--- config.mk ---
export PLATFORM = sky130hd
export DESIGN_NAME = sorted_timer_queue
export DESIGN_NICKNAME = d
export VERILOG_FILES = /design/src/design/tq_pkg.sv /design/src/design/tq_store.sv /design/src/design/tq_cmp.sv /design/src/design/tq_seq.sv /design/src/design/sorted_timer_queue.sv
export SDC_FILE = /design/constraint.sdc
export NUM_CORES = 1
export LEC_CHECK = 0
export ABC_AREA = 1
export BUFFER_PORTS_ARGS = -buffer_cell sky130_fd_sc_hd__buf_2
export CORE_UTILIZATION = 55
export DETAILED_ROUTE_END_ITERATION = 10
export MAX_ROUTING_LAYER = met4
export PLACE_DENSITY_LB_ADDON = 0.12
export SETUP_SLACK_MARGIN = 0.05
export SYNTH_ARGS = -nofsm -noshare
export SYNTH_HDL_FRONTEND = slang
export SYNTH_SLANG_ARGS = --single-unit
--- constraint.sdc ---
create_clock -name i_clk -period 4.3 [get_ports i_clk]
set_clock_uncertainty 0.1 [all_clocks]
set_input_delay 0.215 -clock i_clk [delete_from_list [all_inputs] [get_ports i_clk]]
set_output_delay 0.215 -clock i_clk [all_outputs]
set_load 0.005 [all_outputs]
--- src/design/tq_pkg.sv ---
// tq_pkg: shared types and codes for the sorted timer queue.
// Holds operation, status and sequencer state codes and the compare flag struct.
// No dependencies.
`timescale 1ns / 1ps
`default_nettype none

package tq_pkg;

    localparam int ID_W     = 8;
    localparam int TIME_W   = 32;
    localparam int OP_W     = 2;
    localparam int STATUS_W = 3;

    // operation codes of an input transaction
    typedef enum logic [OP_W-1:0] {
        OP_INSERT = 2'd0,
        OP_DELETE = 2'd1,
        OP_ADJUST = 2'd2,
        OP_TICK   = 2'd3
    } t_op;

    // status codes of a result transaction
    localparam logic [STATUS_W-1:0] ST_EXPIRED  = 3'd0;
    localparam logic [STATUS_W-1:0] ST_DONE     = 3'd1;
    localparam logic [STATUS_W-1:0] ST_FULL     = 3'd2;
    localparam logic [STATUS_W-1:0] ST_NOTFOUND = 3'd3;
    localparam logic [STATUS_W-1:0] ST_DUP      = 3'd4;

    // sequencer states
    typedef enum logic [3:0] {
        S_IDLE,
        S_FD_RD,
        S_FD_CMP,
        S_RM_RD,
        S_RM_WR,
        S_IN_RD,
        S_IN_CMP,
        S_SH_RD,
        S_SH_WR,
        S_TK_RD,
        S_TK_CMP
    } t_state;

    // flags from the shared compare unit
    typedef struct packed {
        logic le;     // stored expiry at or before the key time
        logic id_eq;  // stored id equals the key id
    } t_cmp_flags;

endpackage

`default_nettype wire

--- src/design/tq_store.sv ---
// tq_store: entry memory of the timer queue, ids and expiry times in list order.
// One write port, one read port with registered read data. Uses tq_pkg.
`timescale 1ns / 1ps
`default_nettype none

module tq_store
    import tq_pkg::*;
#(
    parameter int CAPACITY = 16,
    parameter int IW       = 4
) (
    input  wire logic              i_clk,
    input  wire logic              i_wr_en,
    input  wire logic [IW-1:0]     i_wr_addr,
    input  wire logic [ID_W-1:0]   i_wr_id,
    input  wire logic [TIME_W-1:0] i_wr_exp,
    input  wire logic [IW-1:0]     i_rd_addr,
    output logic      [ID_W-1:0]   o_rd_id,
    output logic      [TIME_W-1:0] o_rd_exp
);

    logic [ID_W-1:0]   r_id_mem  [CAPACITY];
    logic [TIME_W-1:0] r_exp_mem [CAPACITY];

    // write one entry
    always_ff @(posedge i_clk) begin
        if (i_wr_en) begin
            r_id_mem[i_wr_addr]  <= i_wr_id;
            r_exp_mem[i_wr_addr] <= i_wr_exp;
        end
    end

    // read one entry every cycle
    always_ff @(posedge i_clk) begin
        o_rd_id  <= r_id_mem[i_rd_addr];
        o_rd_exp <= r_exp_mem[i_rd_addr];
    end

endmodule

`default_nettype wire

--- src/design/tq_cmp.sv ---
// tq_cmp: shared compare unit, checks the entry just read against the key.
// Purely combinational. Uses tq_pkg.
`timescale 1ns / 1ps
`default_nettype none

module tq_cmp
    import tq_pkg::*;
(
    input  wire logic [ID_W-1:0]   i_rd_id,
    input  wire logic [TIME_W-1:0] i_rd_exp,
    input  wire logic [ID_W-1:0]   i_key_id,
    input  wire logic [TIME_W-1:0] i_key_time,
    output t_cmp_flags             o_flags
);

    // compare id and expiry of one entry
    assign o_flags.le    = (i_rd_exp <= i_key_time);
    assign o_flags.id_eq = (i_rd_id == i_key_id);

endmodule

`default_nettype wire

--- src/design/tq_seq.sv ---
// tq_seq: sequencer of the timer queue; walks the entry memory one entry per step,
// drives the shared compare unit and holds the result register. Uses tq_pkg, tq_cmp.
`timescale 1ns / 1ps
`default_nettype none

module tq_seq
    import tq_pkg::*;
#(
    parameter int CAPACITY = 16,
    parameter int IW       = 4,
    parameter int CW       = 5
) (
    input  wire logic                i_clk,
    input  wire logic                i_rst_n,
    // input channel
    input  wire logic                i_valid,
    output logic                     o_stall,
    input  wire logic [OP_W-1:0]     i_op,
    input  wire logic [ID_W-1:0]     i_timer_id,
    input  wire logic [TIME_W-1:0]   i_expire_time,
    input  wire logic [TIME_W-1:0]   i_now_time,
    // result channel
    output logic                     o_valid,
    input  wire logic                i_stall,
    output logic      [STATUS_W-1:0] o_status,
    output logic      [ID_W-1:0]     o_expired_id,
    output logic      [TIME_W-1:0]   o_expired_at,
    output logic                     o_last,
    // entry memory
    output logic                     o_wr_en,
    output logic      [IW-1:0]       o_wr_addr,
    output logic      [ID_W-1:0]     o_wr_id,
    output logic      [TIME_W-1:0]   o_wr_exp,
    output logic      [IW-1:0]       o_rd_addr,
    input  wire logic [ID_W-1:0]     i_rd_id,
    input  wire logic [TIME_W-1:0]   i_rd_exp
);

    t_state            r_state, n_state;
    t_op               r_op, n_op;
    logic [ID_W-1:0]   r_id, n_id;
    logic [TIME_W-1:0] r_exp, n_exp;
    logic [TIME_W-1:0] r_now, n_now;
    logic [TIME_W-1:0] r_old, n_old;
    logic [CW-1:0]     r_idx, n_idx;
    logic [CW-1:0]     r_pos, n_pos;
    logic [CW-1:0]     r_count, n_count;

    logic                r_out_valid;
    logic [STATUS_W-1:0] r_out_status, n_out_status;
    logic [ID_W-1:0]     r_out_id, n_out_id;
    logic [TIME_W-1:0]   r_out_at, n_out_at;
    logic                r_out_last, n_out_last;
    logic                w_load;

    logic              w_can_load;
    logic              w_full;
    logic [CW-1:0]     w_idx_inc;
    logic [CW-1:0]     w_idx_dec;
    logic [TIME_W-1:0] w_key_time;
    t_cmp_flags        w_flags;

    assign w_can_load = !r_out_valid || !i_stall;
    assign w_full     = (r_count == CW'(CAPACITY));
    assign w_idx_inc  = r_idx + 1'b1;
    assign w_idx_dec  = r_idx - 1'b1;
    assign w_key_time = (r_op == OP_TICK) ? r_now : r_exp;

    // shared compare of the entry just read
    tq_cmp u_cmp (
        .i_rd_id    (i_rd_id),
        .i_rd_exp   (i_rd_exp),
        .i_key_id   (r_id),
        .i_key_time (w_key_time),
        .o_flags    (w_flags)
    );

    // next state
    always_comb begin
        n_state = r_state;
        unique case (r_state)
            S_IDLE: begin
                if (i_valid) begin
                    n_state = (t_op'(i_op) == OP_TICK) ? S_TK_RD : S_FD_RD;
                end
            end
            S_FD_RD: begin
                if (r_idx < r_count) begin
                    n_state = S_FD_CMP;
                end else if (r_op == OP_INSERT && !w_full) begin
                    n_state = S_IN_RD;
                end else if (w_can_load) begin
                    n_state = S_IDLE;
                end
            end
            S_FD_CMP: begin
                if (!w_flags.id_eq) begin
                    n_state = S_FD_RD;
                end else if (r_op == OP_INSERT) begin
                    if (w_can_load) n_state = S_IDLE;
                end else begin
                    n_state = S_RM_RD;
                end
            end
            S_RM_RD: begin
                if (w_idx_inc < r_count) begin
                    n_state = S_RM_WR;
                end else begin
                    unique case (r_op)
                        OP_DELETE: if (w_can_load) n_state = S_IDLE;
                        OP_ADJUST: n_state = S_IN_RD;
                        OP_TICK:   n_state = S_TK_RD;
                        default:   n_state = S_IDLE;
                    endcase
                end
            end
            S_RM_WR: n_state = S_RM_RD;
            S_IN_RD: n_state = (r_idx < r_count) ? S_IN_CMP : S_SH_RD;
            S_IN_CMP: n_state = w_flags.le ? S_IN_RD : S_SH_RD;
            S_SH_RD: begin
                if (r_idx > r_pos) begin
                    n_state = S_SH_WR;
                end else if (w_can_load) begin
                    n_state = S_IDLE;
                end
            end
            S_SH_WR: n_state = S_SH_RD;
            S_TK_RD: begin
                if (r_count != '0) begin
                    n_state = S_TK_CMP;
                end else if (w_can_load) begin
                    n_state = S_IDLE;
                end
            end
            S_TK_CMP: begin
                if (w_can_load) n_state = w_flags.le ? S_RM_RD : S_IDLE;
            end
            default: n_state = S_IDLE;
        endcase
    end

    // datapath, memory controls and result load
    always_comb begin
        n_op         = r_op;
        n_id         = r_id;
        n_exp        = r_exp;
        n_now        = r_now;
        n_old        = r_old;
        n_idx        = r_idx;
        n_pos        = r_pos;
        n_count      = r_count;
        n_out_status = r_out_status;
        n_out_id     = r_out_id;
        n_out_at     = r_out_at;
        n_out_last   = r_out_last;
        w_load       = 1'b0;
        o_wr_en      = 1'b0;
        o_wr_addr    = r_idx[IW-1:0];
        o_wr_id      = i_rd_id;
        o_wr_exp     = i_rd_exp;
        o_rd_addr    = r_idx[IW-1:0];
        unique case (r_state)
            S_IDLE: begin
                if (i_valid) begin
                    n_op  = t_op'(i_op);
                    n_id  = i_timer_id;
                    n_exp = i_expire_time;
                    n_now = i_now_time;
                    n_idx = '0;
                end
            end
            S_FD_RD: begin
                if (r_idx < r_count) begin
                    // read issued at r_idx
                end else if (r_op == OP_INSERT && !w_full) begin
                    n_idx = '0;
                end else if (w_can_load) begin
                    w_load       = 1'b1;
                    n_out_status = (r_op == OP_INSERT) ? ST_FULL : ST_NOTFOUND;
                    n_out_id     = r_id;
                    n_out_at     = (r_op == OP_INSERT) ? r_exp : '0;
                    n_out_last   = 1'b1;
                end
            end
            S_FD_CMP: begin
                if (!w_flags.id_eq) begin
                    n_idx = w_idx_inc;
                end else if (r_op == OP_INSERT) begin
                    if (w_can_load) begin
                        w_load       = 1'b1;
                        n_out_status = ST_DUP;
                        n_out_id     = r_id;
                        n_out_at     = i_rd_exp;
                        n_out_last   = 1'b1;
                    end
                end else begin
                    n_old = i_rd_exp;
                end
            end
            S_RM_RD: begin
                // fetch the successor, or close the gap
                o_rd_addr = w_idx_inc[IW-1:0];
                if (w_idx_inc >= r_count) begin
                    if (r_op == OP_DELETE) begin
                        if (w_can_load) begin
                            n_count      = r_count - 1'b1;
                            w_load       = 1'b1;
                            n_out_status = ST_DONE;
                            n_out_id     = r_id;
                            n_out_at     = r_old;
                            n_out_last   = 1'b1;
                        end
                    end else begin
                        n_count = r_count - 1'b1;
                        n_idx   = '0;
                    end
                end
            end
            S_RM_WR: begin
                o_wr_en = 1'b1;
                n_idx   = w_idx_inc;
            end
            S_IN_RD: begin
                if (r_idx >= r_count) n_pos = r_idx;
            end
            S_IN_CMP: begin
                if (w_flags.le) begin
                    n_idx = w_idx_inc;
                end else begin
                    n_pos = r_idx;
                    n_idx = r_count;
                end
            end
            S_SH_RD: begin
                // move entries up one place, then drop the new one in
                o_rd_addr = w_idx_dec[IW-1:0];
                if (r_idx <= r_pos && w_can_load) begin
                    o_wr_en      = 1'b1;
                    o_wr_addr    = r_pos[IW-1:0];
                    o_wr_id      = r_id;
                    o_wr_exp     = r_exp;
                    n_count      = r_count + 1'b1;
                    w_load       = 1'b1;
                    n_out_status = ST_DONE;
                    n_out_id     = r_id;
                    n_out_at     = r_exp;
                    n_out_last   = 1'b1;
                end
            end
            S_SH_WR: begin
                o_wr_en = 1'b1;
                n_idx   = w_idx_dec;
            end
            S_TK_RD: begin
                if (r_count == '0 && w_can_load) begin
                    w_load       = 1'b1;
                    n_out_status = ST_DONE;
                    n_out_id     = '0;
                    n_out_at     = r_now;
                    n_out_last   = 1'b1;
                end
            end
            S_TK_CMP: begin
                if (w_can_load) begin
                    w_load = 1'b1;
                    if (w_flags.le) begin
                        n_out_status = ST_EXPIRED;
                        n_out_id     = i_rd_id;
                        n_out_at     = i_rd_exp;
                        n_out_last   = 1'b0;
                        n_idx        = '0;
                    end else begin
                        n_out_status = ST_DONE;
                        n_out_id     = '0;
                        n_out_at     = r_now;
                        n_out_last   = 1'b1;
                    end
                end
            end
            default: begin
            end
        endcase
    end

    // control registers
    always_ff @(posedge i_clk) begin
        if (!i_rst_n) begin
            r_state     <= S_IDLE;
            r_count     <= '0;
            r_out_valid <= 1'b0;
        end else begin
            r_state     <= n_state;
            r_count     <= n_count;
            r_out_valid <= w_load ? 1'b1 : (r_out_valid && i_stall);
        end
    end

    // payload registers
    always_ff @(posedge i_clk) begin
        r_op         <= n_op;
        r_id         <= n_id;
        r_exp        <= n_exp;
        r_now        <= n_now;
        r_old        <= n_old;
        r_idx        <= n_idx;
        r_pos        <= n_pos;
        r_out_status <= n_out_status;
        r_out_id     <= n_out_id;
        r_out_at     <= n_out_at;
        r_out_last   <= n_out_last;
    end

    assign o_stall      = (r_state != S_IDLE);
    assign o_valid      = r_out_valid;
    assign o_status     = r_out_status;
    assign o_expired_id = r_out_id;
    assign o_expired_at = r_out_at;
    assign o_last       = r_out_last;

endmodule

`default_nettype wire

--- src/design/sorted_timer_queue.sv ---
// sorted_timer_queue: top level of the sorted timer list.
// Instantiates tq_store (entry memory) and tq_seq (sequencer with compare unit).
//
//   channel   direction  handshake           payload
//   input     in         i_valid / o_stall   i_op, i_timer_id, i_expire_time, i_now_time
//   result    out        o_valid / i_stall   o_status, o_expired_id, o_expired_at, o_last
//
// Steps: every memory step reads through the single registered read port, then
// compares or writes. Insert, delete and adjust scan the entries and then move entries;
// a tick removes each expired entry from the head and ends with a final compare (none on
// an empty list).
// Reset: synchronous, active low; clears the state, the entry count and the result valid, no clearing pass.
// Stalls: o_stall stays high until the final result of a transaction is loaded; a
// result waits in the output register and the sequencer holds while it is stalled.
`timescale 1ns / 1ps
`default_nettype none

module sorted_timer_queue #(
    parameter int CAPACITY = 16
) (
    input  wire logic        i_clk,
    input  wire logic        i_rst_n,
    input  wire logic        i_valid,
    output logic             o_stall,
    input  wire logic [1:0]  i_op,
    input  wire logic [7:0]  i_timer_id,
    input  wire logic [31:0] i_expire_time,
    input  wire logic [31:0] i_now_time,
    output logic             o_valid,
    input  wire logic        i_stall,
    output logic      [2:0]  o_status,
    output logic      [7:0]  o_expired_id,
    output logic      [31:0] o_expired_at,
    output logic             o_last
);

    localparam int IW = (CAPACITY > 1) ? $clog2(CAPACITY) : 1;
    localparam int CW = $clog2(CAPACITY + 1);

    logic          w_wr_en;
    logic [IW-1:0] w_wr_addr;
    logic [7:0]    w_wr_id;
    logic [31:0]   w_wr_exp;
    logic [IW-1:0] w_rd_addr;
    logic [7:0]    w_rd_id;
    logic [31:0]   w_rd_exp;

    // entry memory
    tq_store #(
        .CAPACITY (CAPACITY),
        .IW       (IW)
    ) u_store (
        .i_clk     (i_clk),
        .i_wr_en   (w_wr_en),
        .i_wr_addr (w_wr_addr),
        .i_wr_id   (w_wr_id),
        .i_wr_exp  (w_wr_exp),
        .i_rd_addr (w_rd_addr),
        .o_rd_id   (w_rd_id),
        .o_rd_exp  (w_rd_exp)
    );

    // sequencer
    tq_seq #(
        .CAPACITY (CAPACITY),
        .IW       (IW),
        .CW       (CW)
    ) u_seq (
        .i_clk         (i_clk),
        .i_rst_n       (i_rst_n),
        .i_valid       (i_valid),
        .o_stall       (o_stall),
        .i_op          (i_op),
        .i_timer_id    (i_timer_id),
        .i_expire_time (i_expire_time),
        .i_now_time    (i_now_time),
        .o_valid       (o_valid),
        .i_stall       (i_stall),
        .o_status      (o_status),
        .o_expired_id  (o_expired_id),
        .o_expired_at  (o_expired_at),
        .o_last        (o_last),
        .o_wr_en       (w_wr_en),
        .o_wr_addr     (w_wr_addr),
        .o_wr_id       (w_wr_id),
        .o_wr_exp      (w_wr_exp),
        .o_rd_addr     (w_rd_addr),
        .i_rd_id       (w_rd_id),
        .i_rd_exp      (w_rd_exp)
    );

endmodule

`default_nettype wire

* Word level (Yosys, flattened, before mapping)
Memory sizes are Yosys's and may differ from the RTL's. A register that Yosys moved wholly into a read port is not among the register bits. Cells that the tools add are included.
Storage, ports and cells: RAM bits 640, latch bits 0, memories 2, flip-flop bits (word level) 170, bits in read-only memories 0, output and inout port bits 46, word-level logic and storage cells 200
Operators by class: magnitude comparators 7, equal/unequal tests 36, shifts and indexed selects 0, $mul 0, div/mod/pow operators 0, reductions and logical operators 26, $add $sub $neg 4, bitwise operators 1, muxes and demuxes 110
Memories:
- u_store.r_exp_mem | depth 16, bits a word 32, rd ports 1, clocked after Yosys merged registers in 1, write ports 1, RTL line tq_store.sv:23 | logic [TIME_W-1:0] r_exp_mem [CAPACITY];
- u_store.r_id_mem | depth 16, bits a word 8, rd ports 1, clocked after Yosys merged registers in 1, write ports 1, RTL line tq_store.sv:22 | logic [ID_W-1:0] r_id_mem [CAPACITY];
Operator list (number):
- 2-to-1 mux 32 bit | 17
- one-hot mux 32 bit (6 select lines) | 1
- 2-to-1 mux 8 bit | 13
- 2-to-1 mux 5 bit | 15
- 2-to-1 mux 4 bit | 13
- one-hot mux 8 bit (6 select lines) | 1
- one-hot mux 4 bit (11 select lines) | 1
- one-hot mux 5 bit (8 select lines) | 1
- 2-to-1 mux 3 bit | 12
- <= comparator 32 bit | 1
- 2-to-1 mux 1 bit | 26
- inequality test 2 x 1 -> 1 bit (second input constant) | 13
- one-hot mux 5 bit (2 select lines) | 2
- one-hot mux 3 bit (6 select lines) | 1
- == test 4 x 3 -> 1 bit (second input constant) | 4
- AND reduction 13 bit | 1
- == test 4 bit (second input constant) | 3
- inequality test 2 bit (second input constant) | 6
- one-hot mux 1 bit (6 select lines) | 2
- one-hot mux 4 bit (3 select lines) | 1
- adder 5 x 1 -> 5 bit (second input constant) | 2
- >= comparator 5 bit | 2
- less-than comparator 5 bit | 2
- AND reduction 10 bit | 1
- other kinds (30) | 43

* Depth between registers and ports, before layout
depth in word-level cells 7, depth in mapped cells 23, gate-level depth less buffers 20

* Hierarchy
Synthesis repeated with hierarchy kept, for this count alone.
Unflattened totals: cell total of the unflattened synthesis 3646, area total of the unflattened synthesis 37687.4 sq um
By module, submodules not included:
- tq_store | cells each 2645, area each 28313.4 sq um, instances 1
- tq_seq | cells each 845, area each 8404.3 sq um, instances 1
- tq_cmp | cells each 156, area each 969.7 sq um, instances 1

* Worst setup path after synthesis
Ideal clock, no wire load.
path type register to register, start register u_seq.r_state[3], end register u_seq.r_exp[0], enable pin, arrival 3.903 ns, cell stages (with the launch flop) 6, setup slack -0.209 ns, buffers on the path 0, period minus slack after synthesis 4.509 ns, data required time 3.694 ns, cells stage by stage dfxtp_1 > nor2_1 > inv_1 > nor2_1 > inv_1 > nor2_1
On the way: cells in the longest elaborated chain, start to end 2
Ends and longest elaborated chain:
- start, declared | RTL line tq_seq.sv:39 | t_state r_state, n_state;
- start signal, assigned | RTL line tq_seq.sv:292 | r_state <= n_state;
- zero test 4 bit | RTL line tq_seq.sv:162 | unique case (r_state)
- AND reduction 2 bit (no line)
- end signal, assigned | RTL line tq_seq.sv:302 | r_exp <= n_exp;
- end, declared | RTL line tq_seq.sv:42 | logic [TIME_W-1:0] r_exp, n_exp;
Every way passes these cells. A chain may end at the register's enable or synchronous reset.

* Worst setup path after layout
start register u_seq.r_idx[3], end memory u_store.r_exp_mem[3][21], enable pin
On the way: cells in the longest elaborated chain, start to end 6
Ends and longest elaborated chain:
- start, declared | RTL line tq_seq.sv:45 | logic [CW-1:0] r_idx, n_idx;
- start signal, assigned | RTL line tq_seq.sv:305 | r_idx <= n_idx;
- <= comparator 5 bit | RTL line tq_seq.sv:237 | if (r_idx <= r_pos && w_can_load) begin
- logical AND 1 bit | RTL line tq_seq.sv:237
- 2-to-1 mux 1 bit | RTL line tq_seq.sv:237
- one-hot mux 1 bit (2 select lines) | RTL line tq_seq.sv:162
- 2-to-1 mux 1 bit | RTL line tq_store.sv:27 | if (i_wr_en) begin
- 2-to-1 mux 1 bit (not written as such) | RTL line tq_store.sv:29 | r_exp_mem[i_wr_addr] <= i_wr_exp;
- end, declared | RTL line tq_store.sv:23
Parallel ways exist; a longest one is shown, timed or not.

==> qor.txt <==
Minimum clock period -> 3.99 ns
Global-route wire length before repair -> 141,000 µm
CP max stage delay -> 0.58 ns
Final hold vios -> 0
Worst skew pair latency -> 0.63 ns
Chip width -> 260 µm
Fraction of layout cells with a size suffix above 1 -> 0.114
Total grt overflow -> 0
Setup-failing EPs final -> 0
RSZ-0062 raised after global routing -> no
Total negative slack -> 0 ns
Setup crit end kind -> flip-flop
Clk sinks -> 850
Crit start category -> flip-flop
# IOs -> 124
Die area -> 0.0677 mm²
Critical path data required time -> 4.46 ns
Kind of cell adding the most delay to the critical path -> simple AND/OR/NAND/NOR gates
Via count of the first global-routing pass -> 23,158
Tot GR Track Use -> 0.286
Yosys reg bits -> 850
Largest net degree at the start of global routing -> 151
RePlAce Congestion -> 0.932
Post-synth EDFFs -> 800
Ys async rst share -> 0
Outcome -> completed
Worst-Margin Slew -> 1.19 ns
Peak supply drop -> 0.325 mV
Fmax -> 251 MHz
Antenna viol nets, final -> 0
Kind of critical path -> flip-flop to flip-flop
Vias per cell -> 5.70
Period utilisation layout -> 0.927
Mapped Cells -> 3,141
Placed cells -> 4,071
Core Area -> 0.0659 mm²
Worst-path clk slew -> 0.06 ns
Site Rows -> 94
Worst min path class -> input port to flip-flop
Critical path's slowest cell -> buf_4
CP Buf/Inv Count -> 4
Final Max Slew Viols -> 0
Post-Syn Area -> 0.0367 mm²
Die H -> 260 µm
Max-slew headroom -> 0.201
Final HPWL DP -> 60,200 µm
CTS Buffer Depth -> 3
Synthesis warning total -> 0
Drt first-iter violations -> 2,717
Synth Net Count -> 3,272
Vias post-DR -> 24,641
Port Buffers -> 123
Layout Nets -> 3,518
# DRC -> 0
Post-Syn Area per Cell -> 11.7 µm²
Primary FF master, synth -> edfxtp_1
Number of CTS-inserted buffers -> 87
Clk Tree Root Cell -> clkbuf_16
Fin cells -> 4,321
Area growth syn-to-layout -> 16.2%
Register area share after synthesis -> 0.682
PD cells -> 679 mW/mm²
Filler cell count -> 4,970
Initial antenna violation count -> 0
Distinct cells, synth -> 44
Worst-path cell chain -> ha_1 -> nand2_1 -> clkinv_1 -> nand3_1 -> nand3_1 -> o22ai_1 -> nand2_1 -> inv_1 -> nand2_1 -> nand2_1 -> o21ai_0 -> inv_1 -> nand3_1 -> nor2_4 -> buf_4
H-tree depth -> 3
Pleak -> 16.1 nW
DRT Pass-1 Iters -> 6
CTS tree -> yes
Final Routed Wirelength -> 93,400 µm
Max Cap Violations -> 0
Flop2flop setup slack -> 0.31 ns
Arrival @ worst endpoint -> 4.15 ns
Starting Density -> 0.557
Power Total -> 28.9 mW
Cell mode on critical path -> nand2_1
Critical-path maximum fanout -> 40
DR WL/cell -> 21.6 µm
[cell families (layout without fill, tap and decap cells)]
family                     count (synthesis)  after routing  share of synthesized area
adders and majority gates                 53             53                     0.0183
and+or+nand+nor                          956            956                      0.110
other                                      0              1                          0
DFF                                      850            850                      0.682
xor gates and xnor gates                  10             10                    0.00290
buffers and inverters                    647            962                     0.0688
AOI/OAI and AO/OA                        609            609                      0.113
muxes                                     16             16                    0.00440
[registers in the layout, summed over array words and instances, names as in the netlist, 32 cells and up]
| name | cells |
|---|---|
| u_store.r_exp_mem | 512 |
| u_store.r_id_mem | 128 |
| u_seq.o_expired_at | 32 |
| u_seq.r_exp | 32 |
| u_seq.r_now | 32 |
| u_seq.r_old | 32 |
| u_store.o_rd_exp | 32 |
[final cells by class]
cell class | count | area, µm² | area share
tap | 864 | 1080 | 0.0254
timing repair buffer | 323 | 2580 | 0.0606
inverter | 481 | 1810 | 0.0424
clock buffer | 119 | 2350 | 0.0551
clock inverter | 39 | 465 | 0.0109
multi-input combinational | 1644 | 9300 | 0.218
antenna | 1 | 2.50 | 0.0000587
sequential | 850 | 25000 | 0.587
[cells in the mapped netlist (all sizes together) (45+ instances only)]
library cell  instances  area share
a21oi                45      0.0061
buf                  77       0.010
clkbuf               89      0.0091
dfxtp                50       0.027
edfxtp              800        0.66
ha                   52       0.018
inv                 479       0.049
nand2               557       0.057
nand3               126       0.017
nor2                165       0.017
nor2b                80       0.014
o211ai              272       0.056
o21ai               155       0.021
o311ai               70       0.017
[path summary, 6_finish.rpt]
| path | from | end | cells past startpoint |
|---|---|---|---|
| max | u_seq.r_idx[3] | u_store.r_exp_mem[3][21] | 15 |
| min | i_timer_id[6] | u_seq.r_id[6] | 2 |
| max reg2reg | u_seq.r_idx[3] | u_store.r_exp_mem[3][21] | 15 |
| min reg2reg | u_store.o_rd_exp[19] | u_seq.r_old[19] | 0 |
[per-layer routing]
layer | track usage | wire length, µm
met1 | 0.445 | 43900
met2 | 0.394 | 39800
met3 | 0.0396 | 7910
met4 | 0.0744 | 1740
met5 | - | 0
[cells in the final DEF, fill, tap and decap left out, drive strengths merged, types with 2 or more instances in the layout]
cell	Yosys	routed
clkinv	2	26
inv	479	483
nor3b	2	2
o22ai	30	30
xor2	9	9
a31oi	2	2
dlygate4sd3	0	77
clkinvlp	0	2
nand2	557	557
nor2	165	165
o21a	2	2
dfxtp	50	50
o211ai	272	272
nand3	126	126
nand4	16	16
a21oi	45	45
a211oi	3	3
mux2i	15	15
o311ai	70	70
buf	77	246
nor3	8	8
a221oi	14	14
o31ai	11	11
nor2b	80	80
edfxtp	800	800
o21ai	155	155
bufinv	0	9
ha	52	52
clkbuf	89	119
[metrics by stage]
step	worst slack [ns]	hold WS, ns	cell area (µm²)	util
after global routing	0.0393	0.175	42600	0.647
after CTS	0.156	0.158	42500	0.645
after global placement	0.260	0.291	38900	0.591
after floorplan	-0.0921	0.214	36700	-
final	0.313	0.185	42600	0.647
after detailed placement	0.173	0.293	38900	0.591
[timing repair]
item | CTS | global route
endpoints found under the setup margin | 0 | 329
hold endpoints to repair | 94 | 0
hold buffers | 77 | 0
buffers inserted | 0 | 14
resized for setup | 0 | 4
[power breakdown]
part / total, mW / internal, mW / switching [mW]
Combinational: 9.91 / 2.87 / 7.04
Clock: 7.49 / 4.38 / 3.11
Sequential: 11.5 / 11.0 / 0.530
Total: 28.9 / 18.3 / 10.7
No activity file was read; power rests on OpenSTA's default activity.
